==> config.mk <==
export PLATFORM = sky130hd
export DESIGN_NAME = pattern_lock_with_enrollment_top
export DESIGN_NICKNAME = d
export VERILOG_FILES = /design/src/hdl/plk_pkg.sv /design/src/hdl/plk_in_reg.sv /design/src/hdl/plk_core.sv /design/src/hdl/plk_out_reg.sv /design/src/hdl/pattern_lock_with_enrollment_top.sv
export SDC_FILE = /design/constraint.sdc
export NUM_CORES = 1
export LEC_CHECK = 0
export BUFFER_PORTS_ARGS = -buffer_cell sky130_fd_sc_hd__buf_2
export CAP_MARGIN = 10
export CORE_AREA = 5 5 121 123
export DETAILED_ROUTE_END_ITERATION = 16
export DIE_AREA = 0 0 126 128
export PLACE_DENSITY = 0.85
export SLEW_MARGIN = 20
export SYNTH_ARGS = -nofsm -noshare
export SYNTH_HDL_FRONTEND = slang
export SYNTH_HIERARCHICAL = 1
export SYNTH_SLANG_ARGS = --single-unit
==> constraint.sdc <==
create_clock -name clk -period 4.5 [get_ports clk]
set_input_delay 0.225 -clock clk [delete_from_list [all_inputs] [get_ports clk]]
set_output_delay 0.225 -clock clk [all_outputs]
set_load 0.005 [all_outputs]
==> src/hdl/plk_pkg.sv <==
package plk_pkg;

    localparam int MAX_DOTS_DEF = 9;
    localparam int DOT_W        = 4;
    localparam int HOLD_W       = 16;
    localparam int DEFAULT_LEN  = 5;

    localparam logic [HOLD_W-1:0] HOLD_TICKS_RST = 16'd3000;
    localparam logic [HOLD_W-1:0] HOLD_MAX       = 16'hFFFF;

    localparam logic REQ_DOT  = 1'b0;
    localparam logic REQ_TICK = 1'b1;

    localparam logic KIND_VERDICT = 1'b0;
    localparam logic KIND_REQUEST = 1'b1;

    typedef enum logic [1:0] {
        MODE_LOCKED      = 2'd0,
        MODE_UNLOCKED    = 2'd1,
        MODE_REGISTERING = 2'd2,
        MODE_CONFIRMING  = 2'd3
    } plk_mode_t;

    typedef struct packed {
        logic             req_type;
        logic [DOT_W-1:0] dot;
        logic             last_dot;
        logic             button_level;
    } plk_item_t;

    typedef struct packed {
        logic      result_kind;
        logic      accepted;
        plk_mode_t lock_mode;
    } plk_result_t;

    function automatic logic [DOT_W-1:0] default_dot(input int idx);
        logic [DOT_W-1:0] d;
        case (idx)
            0:       d = 4'd0;
            1:       d = 4'd1;
            2:       d = 4'd2;
            3:       d = 4'd5;
            4:       d = 4'd8;
            default: d = 4'd0;
        endcase
        return d;
    endfunction

endpackage

==> src/hdl/plk_in_reg.sv <==
module plk_in_reg (
    input  logic                clk,
    input  logic                rst_n,
    input  logic                item_valid,
    output logic                item_ready,
    input  plk_pkg::plk_item_t  item_in,
    input  logic                pop,
    output logic                stg_valid,
    output plk_pkg::plk_item_t  stg_item
);
    import plk_pkg::*;

    logic      valid_reg;
    plk_item_t item_reg;

    assign item_ready = !valid_reg || pop;
    assign stg_valid  = valid_reg;
    assign stg_item   = item_reg;

    always_ff @(posedge clk or negedge rst_n)
    begin
        if (!rst_n)
        begin
            valid_reg <= 1'b0;
        end
        else if (item_ready)
        begin
            valid_reg <= item_valid;
        end
    end

    always_ff @(posedge clk)
    begin
        if (item_valid && item_ready)
        begin
            item_reg <= item_in;
        end
    end

endmodule

==> src/hdl/plk_core.sv <==
module plk_core #(
    parameter int MAX_DOTS = plk_pkg::MAX_DOTS_DEF
) (
    input  logic                          clk,
    input  logic                          rst_n,
    input  logic                          cfg_we,
    input  logic [plk_pkg::HOLD_W-1:0]    cfg_wdata,
    input  logic                          stg_valid,
    input  plk_pkg::plk_item_t            stg_item,
    input  logic                          out_free,
    output logic                          pop,
    output logic                          res_valid,
    output plk_pkg::plk_result_t          res
);
    import plk_pkg::*;

    localparam int CNT_W = $clog2(MAX_DOTS + 1);
    localparam int IDX_W = $clog2(MAX_DOTS);
    localparam logic [CNT_W-1:0] CNT_FULL = CNT_W'(MAX_DOTS);

    plk_mode_t          mode_reg, mode_next;
    logic [DOT_W-1:0]   stored_reg [MAX_DOTS];
    logic [DOT_W-1:0]   pending_reg [MAX_DOTS];
    logic [CNT_W-1:0]   stored_len_reg, stored_len_next;
    logic [CNT_W-1:0]   pending_len_reg, pending_len_next;
    logic [CNT_W-1:0]   cnt_reg, cnt_next;
    logic               mm_reg, mm_next;
    logic               ovf_reg, ovf_next;
    logic               held_reg, held_next;
    logic [HOLD_W-1:0]  hold_cnt_reg, hold_cnt_next;
    logic [HOLD_W-1:0]  hold_ticks_reg;

    logic [CNT_W-1:0]   cnt_inc;
    logic [CNT_W-1:0]   cnt_dot;
    logic               mm_dot;
    logic               ovf_dot;
    logic               full;
    logic [IDX_W-1:0]   idx;
    logic [HOLD_W-1:0]  hold_inc;
    logic               pend_we;
    logic               copy_en;
    logic               emit;
    logic               emit_kind;
    logic               emit_acc;

    assign pop      = stg_valid && out_free;
    assign full     = (cnt_reg == CNT_FULL);
    assign idx      = cnt_reg[IDX_W-1:0];
    assign cnt_inc  = cnt_reg + CNT_W'(1);
    assign hold_inc = (hold_cnt_reg == HOLD_MAX) ? hold_cnt_reg : hold_cnt_reg + HOLD_W'(1);

    // next state
    always_comb
    begin
        mode_next        = mode_reg;
        stored_len_next  = stored_len_reg;
        pending_len_next = pending_len_reg;
        cnt_next         = cnt_reg;
        mm_next          = mm_reg;
        ovf_next         = ovf_reg;
        held_next        = held_reg;
        hold_cnt_next    = hold_cnt_reg;
        cnt_dot          = cnt_reg;
        mm_dot           = mm_reg;
        ovf_dot          = ovf_reg;
        pend_we          = 1'b0;
        copy_en          = 1'b0;
        emit             = 1'b0;
        emit_kind        = KIND_VERDICT;
        emit_acc         = 1'b0;

        if (pop)
        begin
            if (stg_item.req_type == REQ_TICK)
            begin
                if (!stg_item.button_level)
                begin
                    held_next = 1'b0;
                end
                else if (!held_reg)
                begin
                    held_next     = 1'b1;
                    hold_cnt_next = '0;
                end
                else
                begin
                    hold_cnt_next = hold_inc;
                    if (hold_inc >= hold_ticks_reg)
                    begin
                        held_next     = 1'b0;
                        hold_cnt_next = '0;
                        if (mode_reg inside {MODE_LOCKED, MODE_UNLOCKED})
                        begin
                            mode_next = MODE_REGISTERING;
                            cnt_next  = '0;
                            mm_next   = 1'b0;
                            ovf_next  = 1'b0;
                            emit      = 1'b1;
                            emit_kind = KIND_REQUEST;
                            emit_acc  = 1'b1;
                        end
                    end
                end
            end
            else
            begin
                if (full)
                begin
                    ovf_dot = 1'b1;
                end
                else
                begin
                    cnt_dot = cnt_inc;
                    case (mode_reg)
                        MODE_LOCKED:
                        begin
                            if (stored_reg[idx] != stg_item.dot)
                            begin
                                mm_dot = 1'b1;
                            end
                        end
                        MODE_CONFIRMING:
                        begin
                            if (pending_reg[idx] != stg_item.dot)
                            begin
                                mm_dot = 1'b1;
                            end
                        end
                        MODE_REGISTERING:
                        begin
                            pend_we = 1'b1;
                        end
                        default:
                        begin
                        end
                    endcase
                end

                if (!stg_item.last_dot)
                begin
                    cnt_next = cnt_dot;
                    mm_next  = mm_dot;
                    ovf_next = ovf_dot;
                end
                else
                begin
                    cnt_next  = '0;
                    mm_next   = 1'b0;
                    ovf_next  = 1'b0;
                    emit      = 1'b1;
                    emit_kind = KIND_VERDICT;
                    if (!ovf_dot)
                    begin
                        case (mode_reg)
                            MODE_LOCKED:
                            begin
                                if (!mm_dot && cnt_dot == stored_len_reg)
                                begin
                                    mode_next = MODE_UNLOCKED;
                                    emit_acc  = 1'b1;
                                end
                            end
                            MODE_REGISTERING:
                            begin
                                pending_len_next = cnt_dot;
                                mode_next        = MODE_CONFIRMING;
                                emit_acc         = 1'b1;
                            end
                            MODE_CONFIRMING:
                            begin
                                if (!mm_dot && cnt_dot == pending_len_reg)
                                begin
                                    copy_en         = 1'b1;
                                    stored_len_next = cnt_dot;
                                    mode_next       = MODE_LOCKED;
                                    emit_acc        = 1'b1;
                                end
                                else
                                begin
                                    mode_next = MODE_REGISTERING;
                                end
                            end
                            default:
                            begin
                            end
                        endcase
                    end
                end
            end
        end
    end

    // result beat
    always_comb
    begin
        res_valid       = emit;
        res.result_kind = emit_kind;
        res.accepted    = emit_acc;
        res.lock_mode   = mode_next;
    end

    always_ff @(posedge clk or negedge rst_n)
    begin
        if (!rst_n)
        begin
            mode_reg        <= MODE_LOCKED;
            stored_len_reg  <= CNT_W'(DEFAULT_LEN);
            pending_len_reg <= '0;
            cnt_reg         <= '0;
            mm_reg          <= 1'b0;
            ovf_reg         <= 1'b0;
            held_reg        <= 1'b0;
            hold_cnt_reg    <= '0;
            hold_ticks_reg  <= HOLD_TICKS_RST;
            for (int i = 0; i < MAX_DOTS; i++)
            begin
                stored_reg[i] <= default_dot(i);
            end
        end
        else
        begin
            mode_reg        <= mode_next;
            stored_len_reg  <= stored_len_next;
            pending_len_reg <= pending_len_next;
            cnt_reg         <= cnt_next;
            mm_reg          <= mm_next;
            ovf_reg         <= ovf_next;
            held_reg        <= held_next;
            hold_cnt_reg    <= hold_cnt_next;
            if (cfg_we)
            begin
                hold_ticks_reg <= cfg_wdata;
            end
            if (copy_en)
            begin
                for (int i = 0; i < MAX_DOTS; i++)
                begin
                    stored_reg[i] <= pending_reg[i];
                end
            end
        end
    end

    // pending pattern, no reset
    always_ff @(posedge clk)
    begin
        if (pend_we)
        begin
            pending_reg[idx] <= stg_item.dot;
        end
    end

    a_cnt_bound: assert property (@(posedge clk) disable iff (!rst_n)
        cnt_reg <= CNT_FULL)
        else $error("entry count beyond limit");

    a_ovf_full: assert property (@(posedge clk) disable iff (!rst_n)
        ovf_reg |-> full)
        else $error("overflow flag without full entry");

    a_req_mode: assert property (@(posedge clk) disable iff (!rst_n)
        (emit && emit_kind == KIND_REQUEST) |->
            (mode_reg == MODE_LOCKED || mode_reg == MODE_UNLOCKED))
        else $error("enrolment request from wrong mode");

    a_req_next: assert property (@(posedge clk) disable iff (!rst_n)
        (emit && emit_kind == KIND_REQUEST) |=>
            (mode_reg == MODE_REGISTERING && cnt_reg == '0))
        else $error("request did not enter registering");

    a_emit_pop: assert property (@(posedge clk) disable iff (!rst_n)
        emit |-> pop)
        else $error("result without consumed beat");

endmodule

==> src/hdl/plk_out_reg.sv <==
module plk_out_reg (
    input  logic                  clk,
    input  logic                  rst_n,
    input  logic                  load,
    input  logic                  res_valid,
    input  plk_pkg::plk_result_t  res,
    output logic                  out_free,
    output logic                  result_valid,
    input  logic                  result_ready,
    output plk_pkg::plk_result_t  result
);
    import plk_pkg::*;

    logic        valid_reg;
    plk_result_t res_reg;

    assign out_free     = !valid_reg || result_ready;
    assign result_valid = valid_reg;
    assign result       = res_reg;

    always_ff @(posedge clk or negedge rst_n)
    begin
        if (!rst_n)
        begin
            valid_reg <= 1'b0;
        end
        else if (out_free)
        begin
            valid_reg <= load && res_valid;
        end
    end

    always_ff @(posedge clk)
    begin
        if (load && res_valid)
        begin
            res_reg <= res;
        end
    end

endmodule

==> src/hdl/pattern_lock_with_enrollment_top.sv <==
// channel  | handshake                   | payload
// item     | item_valid / item_ready     | req_type, dot, last_dot, button_level
// result   | result_valid / result_ready | result_kind, accepted, lock_mode
// config   | cfg_we                      | cfg_wdata (hold_ticks)
//
// one beat per cycle sustained while results are taken; a beat is registered,
// then decided combinationally against the lock state, its result registered
// asynchronous active-low reset restores the default pattern and locked mode
// a stalled result holds the decision stage; the input register keeps taking
// beats until it is full
module pattern_lock_with_enrollment_top #(
    parameter int MAX_DOTS = plk_pkg::MAX_DOTS_DEF
) (
    input  logic                        clk,
    input  logic                        rst_n,
    input  logic                        cfg_we,
    input  logic [plk_pkg::HOLD_W-1:0]  cfg_wdata,
    input  logic                        item_valid,
    output logic                        item_ready,
    input  logic                        req_type,
    input  logic [plk_pkg::DOT_W-1:0]   dot,
    input  logic                        last_dot,
    input  logic                        button_level,
    output logic                        result_valid,
    input  logic                        result_ready,
    output logic                        result_kind,
    output logic                        accepted,
    output logic [1:0]                  lock_mode
);
    import plk_pkg::*;

    plk_item_t   item_in;
    plk_item_t   stg_item;
    plk_result_t res;
    plk_result_t result;
    logic        stg_valid;
    logic        pop;
    logic        res_valid;
    logic        out_free;

    assign item_in.req_type     = req_type;
    assign item_in.dot          = dot;
    assign item_in.last_dot     = last_dot;
    assign item_in.button_level = button_level;

    plk_in_reg u_in_reg (
        .clk        (clk),
        .rst_n      (rst_n),
        .item_valid (item_valid),
        .item_ready (item_ready),
        .item_in    (item_in),
        .pop        (pop),
        .stg_valid  (stg_valid),
        .stg_item   (stg_item)
    );

    plk_core #(
        .MAX_DOTS (MAX_DOTS)
    ) u_core (
        .clk       (clk),
        .rst_n     (rst_n),
        .cfg_we    (cfg_we),
        .cfg_wdata (cfg_wdata),
        .stg_valid (stg_valid),
        .stg_item  (stg_item),
        .out_free  (out_free),
        .pop       (pop),
        .res_valid (res_valid),
        .res       (res)
    );

    plk_out_reg u_out_reg (
        .clk          (clk),
        .rst_n        (rst_n),
        .load         (pop),
        .res_valid    (res_valid),
        .res          (res),
        .out_free     (out_free),
        .result_valid (result_valid),
        .result_ready (result_ready),
        .result       (result)
    );

    assign result_kind = result.result_kind;
    assign accepted    = result.accepted;
    assign lock_mode   = result.lock_mode;

endmodule

After elaboration in Yosys (flattened, before gate mapping)
Memory sizes are Yosys's and may differ from the RTL's. A register that Yosys moved wholly into a read port is not among the register bits.
Index checks and enable logic that the tools add are counted.
- input bits: 28
- bits in writable memories: 36
- logic and storage cells: 135
- memories: 1
- output and inout bits: 6
- register bits after elaboration: 62
- eq/ne operators: 13
- muxes and demuxes: 70
- reduce and logical (&&, ||, !) cells: 26
- bitwise operators: 3
- add/subtract/negate cells: 2
- magnitude comparators: 2
- memory list (name ; words ; width ; read ports ; clocked after Yosys merged registers in ; write ports ; RTL line ; text):
    u_core.pending_reg ; 9 ; 4 ; 10 ; 9 ; 1 ; plk_core.sv:23 ; logic [DOT_W-1:0] pending_reg [MAX_DOTS];
- operator list (operator ; count):
    $mux 16 ; 3
    $mux 4 ; 11
    $mux 1 ; 42
    $mux 2 ; 10
    $add 16x1->16 const B ; 1
    $bmux 4 s4 ; 1
    $eq 16x16->1 const B ; 1
    $ge 16x16->1 ; 1
    $logic_not 1->1 ; 12
    $reduce_and 5->1 ; 2
    $eq 4x4->1 ; 2
    $ne 4x4->1 ; 2
    $ne 2x1->1 const B ; 3
    $pmux 2 s3 ; 1
    $reduce_and 6->1 ; 1
    $ge 5x5->1 const B ; 1
    $logic_and 1x1->1 ; 5
    $not 4->5 ; 1
    $add 4x1->4 const B ; 1
    $eq 2x2->1 const B ; 2
    $eq 4x4->1 const B ; 1
    $pmux 1 s3 ; 1
    $reduce_and 3->1 ; 1
    $eq 2x1->1 const B ; 1
    7 further kinds ; 9

Longest topological paths before layout
Gate-level depths: netlist (run 1).
- depth after elaboration: 18
- gate-level depth with buffers: 21

Modules after synthesis
Netlist (run 1), hierarchy kept.
- modules (own cells, without submodules) (module ; area each (µm²) ; cells each ; times used):
    plk_core ; 7388.3 ; 596 ; 1
    plk_in_reg ; 264.0 ; 11 ; 1
    plk_out_reg ; 172.7 ; 9 ; 1

Worst setup path before layout (run 1)
Ideal clock, no wire load.
- path type: flip-flop to flip-flop
- start point: register u_core.hold_cnt_reg[3]
- end point: register u_core.hold_cnt_reg[12]
- clock period less this slack: 4007 ps
- data required time: 4434 ps
- data arrival time: 3941 ps
- library setup time: 66 ps
- stages on the path, launching flop included: 20
- path slack: 493 ps
- buffers on the path: 4
- cell sequence: dfrtp_1 clkbuf_1 nand3_1 nor3_1 nand4_1 or2_2 buf_1 nand2b_1 nor3_1 xnor2_1 ha_1 and3_1 a22o_1 o21a_1 nor2_1 o21ai_0 a211oi_1 clkbuf_1 clkbuf_1 a22o_1
- word-level cells in the longest chain between the ends: 5
- elaborated cells on any way between the ends: 6
- ends and longest elaborated chain (element ; RTL line ; text):
    start, declared ; plk_core.sv:30 ; logic [HOLD_W-1:0] hold_cnt_reg, hold_cnt_next;
    start signal, assigned ; plk_core.sv:229 ; hold_cnt_reg <= hold_cnt_next;
    $add 16x1->16 or $eq 16x16->1 (tied branches) ; plk_core.sv:50 ; assign hold_inc = (hold_cnt_reg == HOLD_MAX) ? hold_cnt_reg : hold_cnt_reg + HOLD_W'(1);
    $mux 16 (*) ; plk_core.sv:50 ;
    $ge 16x16->1 ; plk_core.sv:88 ; if (hold_inc >= hold_ticks_reg)
    $mux 16 (*) ; plk_core.sv:88 ;
    $mux 16 (*) ; plk_core.sv:80 ; else if (!held_reg)
Mark *: on every way between the ends. The rest lies on a longest branch, timed or not.
A chain may end at the register's enable or synchronous reset.

Worst setup path after layout (run 1)
- start point: register u_core.hold_cnt_reg[3]
- end point: register u_out_reg.res_reg, in the netlist u_out_reg/result[3], enable pin
- word-level cells in the longest chain between the ends: 9
- elaborated cells on any way between the ends: 10
- ends and longest elaborated chain (element ; RTL line ; text):
    $add 16x1->16 or $eq 16x16->1 (tied branches) ; plk_core.sv:50 ;
    $mux 16 (*) ; plk_core.sv:50 ;
    $ge 16x16->1 (*) ; plk_core.sv:88 ;
    $mux 1 (*) ; plk_core.sv:88 ;
    $mux 1 (*) ; plk_core.sv:80 ;
    $mux 1 (*) ; plk_core.sv:76 ; if (!stg_item.button_level)
    $mux 1 (*) ; plk_core.sv:74 ; if (stg_item.req_type == REQ_TICK)
    $mux 1 (*) ; plk_core.sv:72 ; if (pop)
    named net res_valid ; pattern_lock_with_enrollment_top.sv:38 ; logic res_valid;
    $logic_and 1x1->1 (*) ; plk_out_reg.sv:35 ; if (load && res_valid)
    end signal, assigned ; plk_out_reg.sv:37 ; res_reg <= res;
    end, declared ; plk_out_reg.sv:15 ; plk_result_t res_reg;
Mark *: on every way through the listed nets, which the timed path passes. The rest lies on a longest branch.

==> metrics.txt, run 1 <==
# TYPE chip_impl_metric gauge
chip_impl_metric{name="r2r_setup_slack",unit="ns"} 0.31
chip_impl_info{name="setup.worst_path.class",value="reg -> reg"} 1
chip_impl_metric{name="postSynth.asyncResetShare",unit=""} 0.537
chip_impl_metric{name="die_w",unit="um"} 126
chip_impl_metric{name="yosys.cell_types.count",unit=""} 55
chip_impl_metric{name="synthesis.area_per_instance",unit="um^2"} 12.7
chip_impl_metric{name="net-switching-power",unit="mW"} 1.36
chip_impl_metric{name="footprint_of_the_flip_flops_and_latches",unit="mm^2"} 0.00445
chip_impl_metric{name="synth-seq-area-share",unit=""} 0.568
chip_impl_metric{name="detailedPlace.worstSlack",unit="ns"} 0.355
chip_impl_metric{name="numPlacedInstances",unit=""} 810
chip_impl_metric{name="insertedDiodeCount",unit=""} 0
chip_impl_metric{name="worst_case_headroom_to_the_max_slew_limit",unit=""} 0.448
chip_impl_info{name="worstSetupStartpointType",value="flop"} 1
chip_impl_metric{name="dpl_cell_area",unit="mm^2"} 0.00814
chip_impl_metric{name="initial_core_util",unit=""} 0.577
chip_impl_metric{name="grt_first_pass_wirelength",unit="um"} 27800
chip_impl_metric{name="via_per_inst",unit=""} 6.10
chip_impl_metric{name="clockPowerShare",unit=""} 0.307
chip_impl_metric{name="worst_margin_pin_slew",unit="ns"} 0.828
chip_impl_metric{name="combined_area_of_the_multi_input_logic_cells",unit="mm^2"} 0.00312
chip_impl_metric{name="synth_edf_count",unit=""} 75
chip_impl_metric{name="gr-total-overflow",unit=""} 0
chip_impl_metric{name="design_area",unit="mm^2"} 0.00884
chip_impl_metric{name="pwr_density_cell",unit="mW/mm^2"} 509
chip_impl_metric{name="globalplace.congestion",unit=""} 0.876
chip_impl_info{name="worstHoldStart",value="cfg_wdata[11]"} 1
chip_impl_metric{name="maxCapViolCount",unit=""} 0
chip_impl_metric{name="die_area",unit="mm^2"} 0.0161
chip_impl_metric{name="cts_post_setup_buffers_inserted",unit=""} 0
chip_impl_metric{name="slew_viol_final",unit=""} 0
chip_impl_metric{name="global_route.usage.total",unit=""} 0.222
chip_impl_metric{name="number_of_drc_violations_after_detailed_routing_iteration_0",unit=""} 482
chip_impl_metric{name="drive_gt1_frac",unit=""} 0.180
chip_impl_metric{name="num-fill-cells",unit=""} 977
chip_impl_metric{name="period_share",unit=""} 0.932
chip_impl_metric{name="arrival",unit="ns"} 4.37
chip_impl_metric{name="whs_path_depth",unit=""} 3
chip_impl_metric{name="worst_ir_drop_vdd",unit="V"} 0.000438
chip_impl_metric{name="tritoncts_num_sinks",unit=""} 162
chip_impl_info{name="grt_setup_unrepaired",value="false"} 1
chip_impl_metric{name="timing.final.crit_period",unit="ns"} 4.19
chip_impl_metric{name="grt_max_degree",unit=""} 63
chip_impl_metric{name="finalNetCount",unit=""} 716
chip_impl_metric{name="share_comb_of_total_power",unit=""} 0.250
chip_impl_metric{name="fmaxAchievable",unit="MHz"} 239
chip_impl_metric{name="hold_violations",unit=""} 0
chip_impl_metric{name="post_drt_wl_per_cell",unit="um"} 20.1
chip_impl_metric{name="syn-instance-count",unit=""} 616
chip_impl_metric{name="ff2ff_path_depth",unit=""} 18
chip_impl_info{name="critPathCaptureType",value="flop"} 1
chip_impl_metric{name="sw_frac_of_total",unit=""} 0.301
chip_impl_metric{name="vias",unit=""} 5222
chip_impl_metric{name="synth.ff_latch_count",unit=""} 162
chip_impl_metric{name="share_of_power_burned_in_registers",unit=""} 0.442
chip_impl_metric{name="cell_internal_pwr",unit="mW"} 3.15
chip_impl_metric{name="final_antenna_violating_net_count",unit=""} 0
chip_impl_metric{name="sum_of_net_half_perimeters_after_detailed_placement",unit="um"} 11600
chip_impl_metric{name="netlist_area",unit="mm^2"} 0.00783
chip_impl_metric{name="syn2layout_area_growth",unit="%"} 13.0
chip_impl_info{name="worst_r2r_startpoint",value="u_core/hold_cnt_reg[3]"} 1
chip_impl_info{name="status",value="finished, final reports clean"} 1
chip_impl_metric{name="clock_skew",unit="ns"} 0.0103
chip_impl_info{name="hold_path.class",value="in -> reg"} 1
chip_impl_metric{name="post-route-worst-setup-slack",unit="ns"} 0.308
chip_impl_info{name="dominantRegCellSynth",value="sky130_fd_sc_hd__edfxtp_1"} 1
chip_impl_metric{name="worst_skew_pair.late_latency",unit="ns"} 0.43
chip_impl_metric{name="worst-path-max-fanout",unit=""} 8
chip_impl_info{name="cts_root_buffer",value="sky130_fd_sc_hd__clkbuf_16"} 1
chip_impl_metric{name="first_global_vias",unit=""} 5458
chip_impl_metric{name="row_count",unit=""} 43
chip_impl_metric{name="drt_pass1_iterations",unit=""} 5
chip_impl_metric{name="number_of_warning_messages_in_the_yosys_log",unit=""} 6
chip_impl_metric{name="initial_antenna_violation_count",unit=""} 0
chip_impl_metric{name="clkSlewWorstSetupHoldPaths",unit="ns"} 0.06
chip_impl_metric{name="leakage",unit="nW"} 3.73
chip_impl_metric{name="portBuffers",unit=""} 33
chip_impl_metric{name="core_region_area",unit="mm^2"} 0.0136
chip_impl_metric{name="wire_length_reported_by_the_detailed_router",unit="um"} 17200
chip_impl_metric{name="floorplan.die.height",unit="um"} 128
chip_impl_metric{name="finalSetupViolations",unit=""} 0
chip_impl_metric{name="worst_ep_required_time",unit="ns"} 4.68
chip_impl_metric{name="number_of_flip_flops_in_the_largest_register",unit=""} 64
chip_impl_metric{name="io-pin-count",unit=""} 34
chip_impl_metric{name="cts.htree.levels",unit=""} 4
chip_impl_info{name="cts_tree",value="built"} 1
chip_impl_metric{name="detail_route.drc_violations",unit=""} 0
chip_impl_info{name="timing.rr.end",value="u_out_reg/result[3]"} 1
chip_impl_metric{name="finalCoreUtilization",unit=""} 0.652
chip_impl_metric{name="clk_path_buf_depth",unit=""} 2
chip_impl_metric{name="layoutNonFillerInstCount",unit=""} 856
chip_impl_metric{name="final.setup.tns",unit="ns"} 0
chip_impl_info{name="min_delay_worst_endpoint",value="u_core/hold_ticks_reg[11]"} 1
chip_impl_metric{name="numCtsBuffers",unit=""} 17
==> cell usage after synthesis (3+ instances only) <==
| master | instances | area [um^2] |
|---|---|---|
| sky130_fd_sc_hd__a21o_1 | 5 | 37.5 |
| sky130_fd_sc_hd__a21oi_1 | 16 | 80.1 |
| sky130_fd_sc_hd__a22o_1 | 16 | 140 |
| sky130_fd_sc_hd__a22oi_1 | 7 | 52.6 |
| sky130_fd_sc_hd__a31oi_1 | 11 | 68.8 |
| sky130_fd_sc_hd__a41oi_1 | 3 | 26.3 |
| sky130_fd_sc_hd__and2_1 | 4 | 25.0 |
| sky130_fd_sc_hd__and3_1 | 9 | 56.3 |
| sky130_fd_sc_hd__buf_1 | 3 | 11.3 |
| sky130_fd_sc_hd__buf_2 | 3 | 15.0 |
| sky130_fd_sc_hd__buf_4 | 3 | 22.5 |
| sky130_fd_sc_hd__buf_6 | 6 | 67.6 |
| sky130_fd_sc_hd__clkbuf_1 | 15 | 56.3 |
| sky130_fd_sc_hd__dfrtp_1 | 73 | 1830 |
| sky130_fd_sc_hd__dfstp_2 | 14 | 368 |
| sky130_fd_sc_hd__edfxtp_1 | 75 | 2250 |
| sky130_fd_sc_hd__ha_1 | 25 | 313 |
| sky130_fd_sc_hd__inv_1 | 27 | 101 |
| sky130_fd_sc_hd__mux2_1 | 40 | 450 |
| sky130_fd_sc_hd__mux2_2 | 9 | 101 |
| sky130_fd_sc_hd__mux2i_1 | 17 | 170 |
| sky130_fd_sc_hd__mux4_2 | 15 | 338 |
| sky130_fd_sc_hd__nand2_1 | 44 | 165 |
| sky130_fd_sc_hd__nand2b_1 | 8 | 50.1 |
| sky130_fd_sc_hd__nand3_1 | 20 | 100 |
| sky130_fd_sc_hd__nand4_1 | 6 | 37.5 |
| sky130_fd_sc_hd__nor2_1 | 34 | 128 |
| sky130_fd_sc_hd__nor2b_1 | 5 | 31.3 |
| sky130_fd_sc_hd__nor3_1 | 11 | 55.1 |
| sky130_fd_sc_hd__o21a_1 | 5 | 37.5 |
| sky130_fd_sc_hd__o21ai_0 | 29 | 145 |
| sky130_fd_sc_hd__o221ai_1 | 3 | 26.3 |
| sky130_fd_sc_hd__o22ai_1 | 5 | 31.3 |
| sky130_fd_sc_hd__or2_2 | 4 | 25.0 |
| sky130_fd_sc_hd__xnor2_1 | 13 | 114 |
| sky130_fd_sc_hd__xor2_1 | 8 | 70.1 |
==> through the flow <==
step           hold WS, ns  power, mW
3_5_place_dp         0.364       3.10
2_1_floorplan      -0.0706       2.78
3_3_place_gp         0.365       3.02
6_report            0.0199       4.50
4_1_cts           0.000393       4.50
5_1_grt             0.0156       4.71
==> area by class of cell <==
cell class / instances / area share
multi-input cells: 400 / 0.353
inverters: 27 / 0.0115
flip-flops and latches: 162 / 0.503
well taps: 180 / 0.0255
repair buffers: 55 / 0.0430
clock buffers: 21 / 0.0510
clock inverters: 11 / 0.0129
==> cells by family after synthesis <==
logic type / share of synthesized area
simple gates: 0.102
other cells: 0.000479
flops: 0.568
fa+ha+maj: 0.0400
buf+inv: 0.0350
compound gates: 0.0956
mux: 0.135
xor+xnor: 0.0235
==> power by group through the flow <==
stage	sequential (mW)	combinational (mW)	clock, mW
after CTS	1.99	1.11	1.40
after global routing	2.02	1.22	1.47
final	1.99	1.13	1.38
after detailed placement	2.01	1.09	0
after floorplan	1.92	0.857	0
after global placement	1.99	1.03	0
==> critical path, stage by stage (launching register included) <==
cell	delay, ns
sky130_fd_sc_hd__dfrtp_1	0.47
sky130_fd_sc_hd__nand3_1	0.13
sky130_fd_sc_hd__nor3_1	0.30
sky130_fd_sc_hd__nand4_1	0.22
sky130_fd_sc_hd__or2_2	0.40
sky130_fd_sc_hd__nand2b_1	0.15
sky130_fd_sc_hd__nor3_1	0.10
sky130_fd_sc_hd__xnor2_1	0.13
sky130_fd_sc_hd__ha_1	0.30
sky130_fd_sc_hd__and3_1	0.20
sky130_fd_sc_hd__a22o_1	0.24
sky130_fd_sc_hd__o21a_1	0.18
sky130_fd_sc_hd__nor3_1	0.12
sky130_fd_sc_hd__o21ai_0	0.24
sky130_fd_sc_hd__nand4_1	0.22
sky130_fd_sc_hd__and2_1	0.26
sky130_fd_sc_hd__nor2_1	0.07
sky130_fd_sc_hd__nand2_1	0.09
sky130_fd_sc_hd__inv_1	0.12
==> worst max path at each step <==
stage / start / end / cells past startpoint
CTS: u_core/hold_cnt_reg[3] / u_out_reg/result[3] / 18
global route: u_core/hold_cnt_reg[3] / u_out_reg/result[3] / 18
finish: u_core/hold_cnt_reg[3] / u_out_reg/result[3] / 18
floorplan: u_core/hold_cnt_reg[3] / u_core/hold_cnt_reg[12] / 19
global placement: u_core/hold_cnt_reg[3] / u_out_reg/result[3] / 18
detailed placement: u_core/hold_cnt_reg[3] / u_out_reg/result[3] / 18
==> per-layer routing <==
layer  track usage  part of all wire  vias up
li1              -                 -     2355
met1         0.279              0.41     2631
met2         0.369              0.50      196
met3        0.0613             0.061       40
met4        0.0845             0.027        0
met5             0                 0        -
==> cells in the final DEF (no fill, tap or decap), types with 20 or more instances in the layout <==
cell | netlist | layout
sky130_fd_sc_hd__nor2_1 | 34 | 34
sky130_fd_sc_hd__buf_2 | 3 | 32
sky130_fd_sc_hd__nand3_1 | 20 | 20
sky130_fd_sc_hd__edfxtp_1 | 75 | 75
sky130_fd_sc_hd__ha_1 | 25 | 25
sky130_fd_sc_hd__dfrtp_1 | 73 | 72
sky130_fd_sc_hd__o21ai_0 | 29 | 29
sky130_fd_sc_hd__mux2_1 | 40 | 40
sky130_fd_sc_hd__inv_1 | 27 | 27
sky130_fd_sc_hd__nand2_1 | 44 | 44
==> timing repair <==
item	in CTS	in global routing
gates resized for setup	0	0
hold buffers	14	0
hold endpoints to repair	66	0
No activity file was read; power rests on OpenSTA's default activity.
==> run 2, diff against run 1 <==
--- a/config.mk
+++ b/config.mk
@@ -5,12 +5,13 @@
 export SDC_FILE = /design/constraint.sdc
 export NUM_CORES = 1
 export LEC_CHECK = 0
+export ABC_AREA = 1
 export BUFFER_PORTS_ARGS = -buffer_cell sky130_fd_sc_hd__buf_2
 export CAP_MARGIN = 10
-export CORE_AREA = 5 5 121 123
+export CORE_AREA = 2 2 121 123
 export DETAILED_ROUTE_END_ITERATION = 16
-export DIE_AREA = 0 0 126 128
-export PLACE_DENSITY = 0.85
+export DIE_AREA = 0 0 123 125
+export PLACE_DENSITY = 0.86
 export SLEW_MARGIN = 20
 export SYNTH_ARGS = -nofsm -noshare
 export SYNTH_HDL_FRONTEND = slang
==> run 2 against run 1 <==
Effect of this change:
- worst hold slack lost 0.0076 ns
- utilization grew 0.58 points
- sequential share of layout area fell by 2.7 points
- combinational power down 9%
- register-to-register slack improved by 0.12 ns
- synthesized cell count up 50%
- clock power is 13% higher
- design area rose by 5.7%
- die area fell by 4.7%
- wire length up 9.0%
- via count rose by 24%
- critical path type unchanged
- highest routed layer unchanged
==> metrics.txt, run 2 <==
# TYPE chip_impl_metric gauge
chip_impl_metric{name="grt_first_pass_wirelength",unit="um"} 30200
chip_impl_metric{name="maxCapViolCount",unit=""} 0
chip_impl_metric{name="synth-seq-area-share",unit=""} 0.537
chip_impl_metric{name="worst-path-max-fanout",unit=""} 4
chip_impl_metric{name="fmaxAchievable",unit="MHz"} 246
chip_impl_info{name="critPathCaptureType",value="flop"} 1
chip_impl_metric{name="numCtsBuffers",unit=""} 17
chip_impl_metric{name="finalSetupViolations",unit=""} 0
chip_impl_metric{name="slew_viol_final",unit=""} 0
chip_impl_metric{name="globalplace.congestion",unit=""} 0.913
chip_impl_metric{name="hold_violations",unit=""} 0
chip_impl_metric{name="yosys.cell_types.count",unit=""} 40
chip_impl_metric{name="syn-instance-count",unit=""} 925
chip_impl_info{name="hold_path.class",value="in -> reg"} 1
chip_impl_metric{name="worst_ir_drop_vdd",unit="V"} 0.000250
chip_impl_metric{name="arrival",unit="ns"} 4.19
chip_impl_metric{name="initial_core_util",unit=""} 0.583
chip_impl_metric{name="finalNetCount",unit=""} 1023
chip_impl_info{name="cts_root_buffer",value="sky130_fd_sc_hd__clkbuf_16"} 1
chip_impl_metric{name="vias",unit=""} 6460
chip_impl_metric{name="final_antenna_violating_net_count",unit=""} 0
chip_impl_metric{name="worst_ep_required_time",unit="ns"} 4.62
chip_impl_info{name="status",value="finished, final reports clean"} 1
chip_impl_metric{name="number_of_drc_violations_after_detailed_routing_iteration_0",unit=""} 678
chip_impl_metric{name="worst_case_headroom_to_the_max_slew_limit",unit=""} 0.429
chip_impl_metric{name="floorplan.die.height",unit="um"} 125
chip_impl_info{name="worst_r2r_startpoint",value="u_core/hold_cnt_reg[0]"} 1
chip_impl_info{name="worstPathCellList",value="ha_1, nand2_1, nor4_2, nand2_1, nor4_1, inv_1, nand2_1, xor2_1, inv_1, ha_1, nand2_1, nor3_1, nand3_1, nand3_1, nand2_1, nor2_1, inv_1, o21ai_0, inv_1, nor2_1, nand2_1, inv_1"} 1
chip_impl_metric{name="clock_skew",unit="ns"} 0.0115
chip_impl_metric{name="synthDominantCellAreaShare",unit=""} 0.272
chip_impl_info{name="commonest_non_fill_non_tap_cells_in_the_layout",value="sky130_fd_sc_hd__nand2_1, sky130_fd_sc_hd__inv_1, sky130_fd_sc_hd__nor2_1"} 1
chip_impl_metric{name="worst_skew_pair.late_latency",unit="ns"} 0.43
chip_impl_metric{name="die_w",unit="um"} 123
chip_impl_info{name="most_common_cell_after_layout_fill_and_taps_aside",value="sky130_fd_sc_hd__nand2_1"} 1
chip_impl_metric{name="max_stage_delay",unit="ns"} 0.39
chip_impl_metric{name="via_per_inst",unit=""} 5.54
chip_impl_metric{name="final.setup.tns",unit="ns"} 0
chip_impl_info{name="netlist_top_cells_area",value="sky130_fd_sc_hd__edfxtp_1, sky130_fd_sc_hd__dfrtp_1, sky130_fd_sc_hd__nand2_1"} 1
chip_impl_metric{name="netlist_area",unit="mm^2"} 0.00829
chip_impl_info{name="cts_tree",value="built"} 1
chip_impl_metric{name="numPlacedInstances",unit=""} 1121
chip_impl_metric{name="number_of_warning_messages_in_the_yosys_log",unit=""} 6
chip_impl_metric{name="initial_antenna_violation_count",unit=""} 0
chip_impl_metric{name="syn2layout_area_growth",unit="%"} 12.7
chip_impl_metric{name="number_of_flip_flops_in_the_largest_register",unit=""} 64
chip_impl_metric{name="period_share",unit=""} 0.905
chip_impl_info{name="worstSetupStartpointType",value="flop"} 1
chip_impl_info{name="dominantRegCellSynth",value="sky130_fd_sc_hd__edfxtp_1"} 1
chip_impl_metric{name="combined_area_of_the_multi_input_logic_cells",unit="mm^2"} 0.00309
chip_impl_metric{name="synthesis.area_per_instance",unit="um^2"} 8.96
chip_impl_metric{name="die_area",unit="mm^2"} 0.0154
chip_impl_metric{name="clkSlewWorstSetupHoldPaths",unit="ns"} 0.06
chip_impl_metric{name="wire_length_reported_by_the_detailed_router",unit="um"} 18700
chip_impl_info{name="synthDominantAreaCellType",value="sky130_fd_sc_hd__edfxtp_1"} 1
chip_impl_metric{name="timing.critical_path.buf_inv",unit=""} 5
chip_impl_metric{name="cts_post_setup_buffers_inserted",unit=""} 0
chip_impl_metric{name="cts.htree.levels",unit=""} 4
chip_impl_metric{name="detail_route.drc_violations",unit=""} 0
chip_impl_metric{name="sum_of_net_half_perimeters_after_detailed_placement",unit="um"} 12100
chip_impl_metric{name="gr-total-overflow",unit=""} 0
chip_impl_metric{name="clk_path_buf_depth",unit=""} 2
chip_impl_metric{name="synth.ff_latch_count",unit=""} 162
chip_impl_info{name="post_synth_most_frequent_cells",value="sky130_fd_sc_hd__nand2_1, sky130_fd_sc_hd__inv_1, sky130_fd_sc_hd__nor2_1"} 1
chip_impl_metric{name="first_global_vias",unit=""} 6301
chip_impl_metric{name="footprint_of_the_flip_flops_and_latches",unit="mm^2"} 0.00445
chip_impl_metric{name="insertedDiodeCount",unit=""} 0
chip_impl_info{name="setup.worst_path.class",value="reg -> reg"} 1
chip_impl_metric{name="grt_max_degree",unit=""} 81
chip_impl_metric{name="leakage",unit="nW"} 4.30
chip_impl_metric{name="pwr_density_cell",unit="mW/mm^2"} 475
chip_impl_info{name="timing.critical_path.from",value="u_core/hold_cnt_reg[0]"} 1
chip_impl_metric{name="timing.final.crit_period",unit="ns"} 4.07
chip_impl_info{name="timing.critical_path.max_delay_family",value="simple AND/OR/NAND/NOR gates"} 1
chip_impl_metric{name="synth_edf_count",unit=""} 75
chip_impl_metric{name="drive_gt1_frac",unit=""} 0.153
chip_impl_metric{name="tritoncts_num_sinks",unit=""} 162
chip_impl_metric{name="core_region_area",unit="mm^2"} 0.0142
chip_impl_info{name="grt_setup_unrepaired",value="false"} 1
chip_impl_metric{name="layoutNonFillerInstCount",unit=""} 1167
chip_impl_metric{name="global_route.usage.total",unit=""} 0.256
chip_impl_metric{name="postSynth.asyncResetShare",unit=""} 0.537
chip_impl_metric{name="drt_pass1_iterations",unit=""} 8
chip_impl_metric{name="row_count",unit=""} 44
chip_impl_info{name="cp_slowest_cell",value="sky130_fd_sc_hd__dfrtp_1"} 1
chip_impl_metric{name="portBuffers",unit=""} 33
chip_impl_info{name="worstHoldStart",value="cfg_wdata[12]"} 1
chip_impl_metric{name="post_drt_wl_per_cell",unit="um"} 16.0
chip_impl_metric{name="num-fill-cells",unit=""} 1045
chip_impl_info{name="cp_most_frequent_cell",value="sky130_fd_sc_hd__nand2_1"} 1
chip_impl_info{name="post-synth-top-count-cell",value="sky130_fd_sc_hd__nand2_1"} 1
chip_impl_metric{name="worst_margin_pin_slew",unit="ns"} 0.857
chip_impl_metric{name="io-pin-count",unit=""} 34
[run 2: cell types whose count changed after synthesis, moves of 15 or more]
cell                      before  now
sky130_fd_sc_hd__mux2_1       40    0
sky130_fd_sc_hd__mux4_2       15    0
sky130_fd_sc_hd__mux2i_1      17    0
sky130_fd_sc_hd__nand2_1      44  198
sky130_fd_sc_hd__nor2_1       34   99
sky130_fd_sc_hd__nand3_1      20   49
sky130_fd_sc_hd__a21oi_2       0   38
sky130_fd_sc_hd__a22o_1       16    0
sky130_fd_sc_hd__inv_1        27  140
[run 2: path summary, 6_finish.rpt]
check | to | slack, ns | depth (start not counted)
setup / recovery | u_out_reg/result[1] | 0.43 | 22
hold / removal | u_core/hold_ticks_reg[12] | 0.01 | 3
setup reg to reg | u_out_reg/result[1] | 0.43 | 22
hold reg to reg | u_core/stored_reg[28] | 0.49 | 2
max in group asynchronous | u_core/stored_reg[19] | 3.17 | 3
min in group asynchronous | u_core/hold_cnt_reg[10] | 0.45 | 2
[run 2: cell type report]
cell class	instances	share of cell area
Timing Repair Buffer	56	0.0415
Tap cell	184	0.0246
Inverter	146	0.0587
Clock buffer	18	0.0470
Clock inverter	14	0.0216
Multi-Input combinational cell	587	0.331
Sequential cell	162	0.476
[run 2: kinds of logic after synthesis]
family | Yosys count | share of synthesized area
buf+inv | 179 | 0.0927
xor+xnor | 15 | 0.0159
simple gates | 399 | 0.205
flops | 162 | 0.537
mux | 1 | 0.00136
compound gates | 143 | 0.110
other cells | 1 | 0.000453
fa+ha+maj | 25 | 0.0377
[run 2: timing repair]
action,in CTS,in global routing
endpoints found under the setup margin,0,4
resized for setup,0,1
hold buffers,14,0
hold endpoints to repair,63,0
[run 2: report_power, final]
part / leakage, nW / internal (mW) / switching, mW
Sequential: 1.79 / 1.72 / 0.116
Clock: 0.308 / 0.952 / 0.611
Combinational: 2.20 / 0.368 / 0.667
[run 2: layer usage]
layer	vias to the layer above	share of wire	GRT usage
li1	3092	-	-
met1	3070	0.40	0.318
met2	257	0.52	0.433
met3	41	0.055	0.0452
met4	0	0.028	0.115
met5	-	0	0
[run 2: worst register-to-register path: stages, from the launching register on]
cell                      delay [ns]
sky130_fd_sc_hd__dfrtp_1        0.39
sky130_fd_sc_hd__ha_1           0.20
sky130_fd_sc_hd__nand2_1        0.12
sky130_fd_sc_hd__nor4_2         0.23
sky130_fd_sc_hd__nand2_1        0.14
sky130_fd_sc_hd__nor4_1         0.29
sky130_fd_sc_hd__inv_1          0.14
sky130_fd_sc_hd__nand2_1        0.10
sky130_fd_sc_hd__xor2_1         0.20
sky130_fd_sc_hd__inv_1          0.07
sky130_fd_sc_hd__ha_1           0.29
sky130_fd_sc_hd__nand2_1        0.07
sky130_fd_sc_hd__nor3_1         0.27
sky130_fd_sc_hd__nand3_1        0.10
sky130_fd_sc_hd__nand3_1        0.17
sky130_fd_sc_hd__nand2_1        0.12
sky130_fd_sc_hd__nor2_1         0.10
sky130_fd_sc_hd__inv_1          0.07
sky130_fd_sc_hd__o21ai_0        0.22
sky130_fd_sc_hd__inv_1          0.07
sky130_fd_sc_hd__nor2_1         0.17
sky130_fd_sc_hd__nand2_1        0.11
sky130_fd_sc_hd__inv_1          0.16
[run 2: metrics by stage]
stage	worst slack [ns]	total power, mW	utilization	hold slack (ns)	instance area [um^2]
finish	0.428	4.44	0.658	0.0123	9340
global route	0.0651	4.66	0.658	0.0126	9340
CTS	0.412	4.44	0.657	0.000620	9340
detailed placement	0.445	2.86	0.602	0.383	8560
global placement	0.667	2.81	0.602	0.372	8560
floorplan	0.757	2.59	-	-0.0706	8300
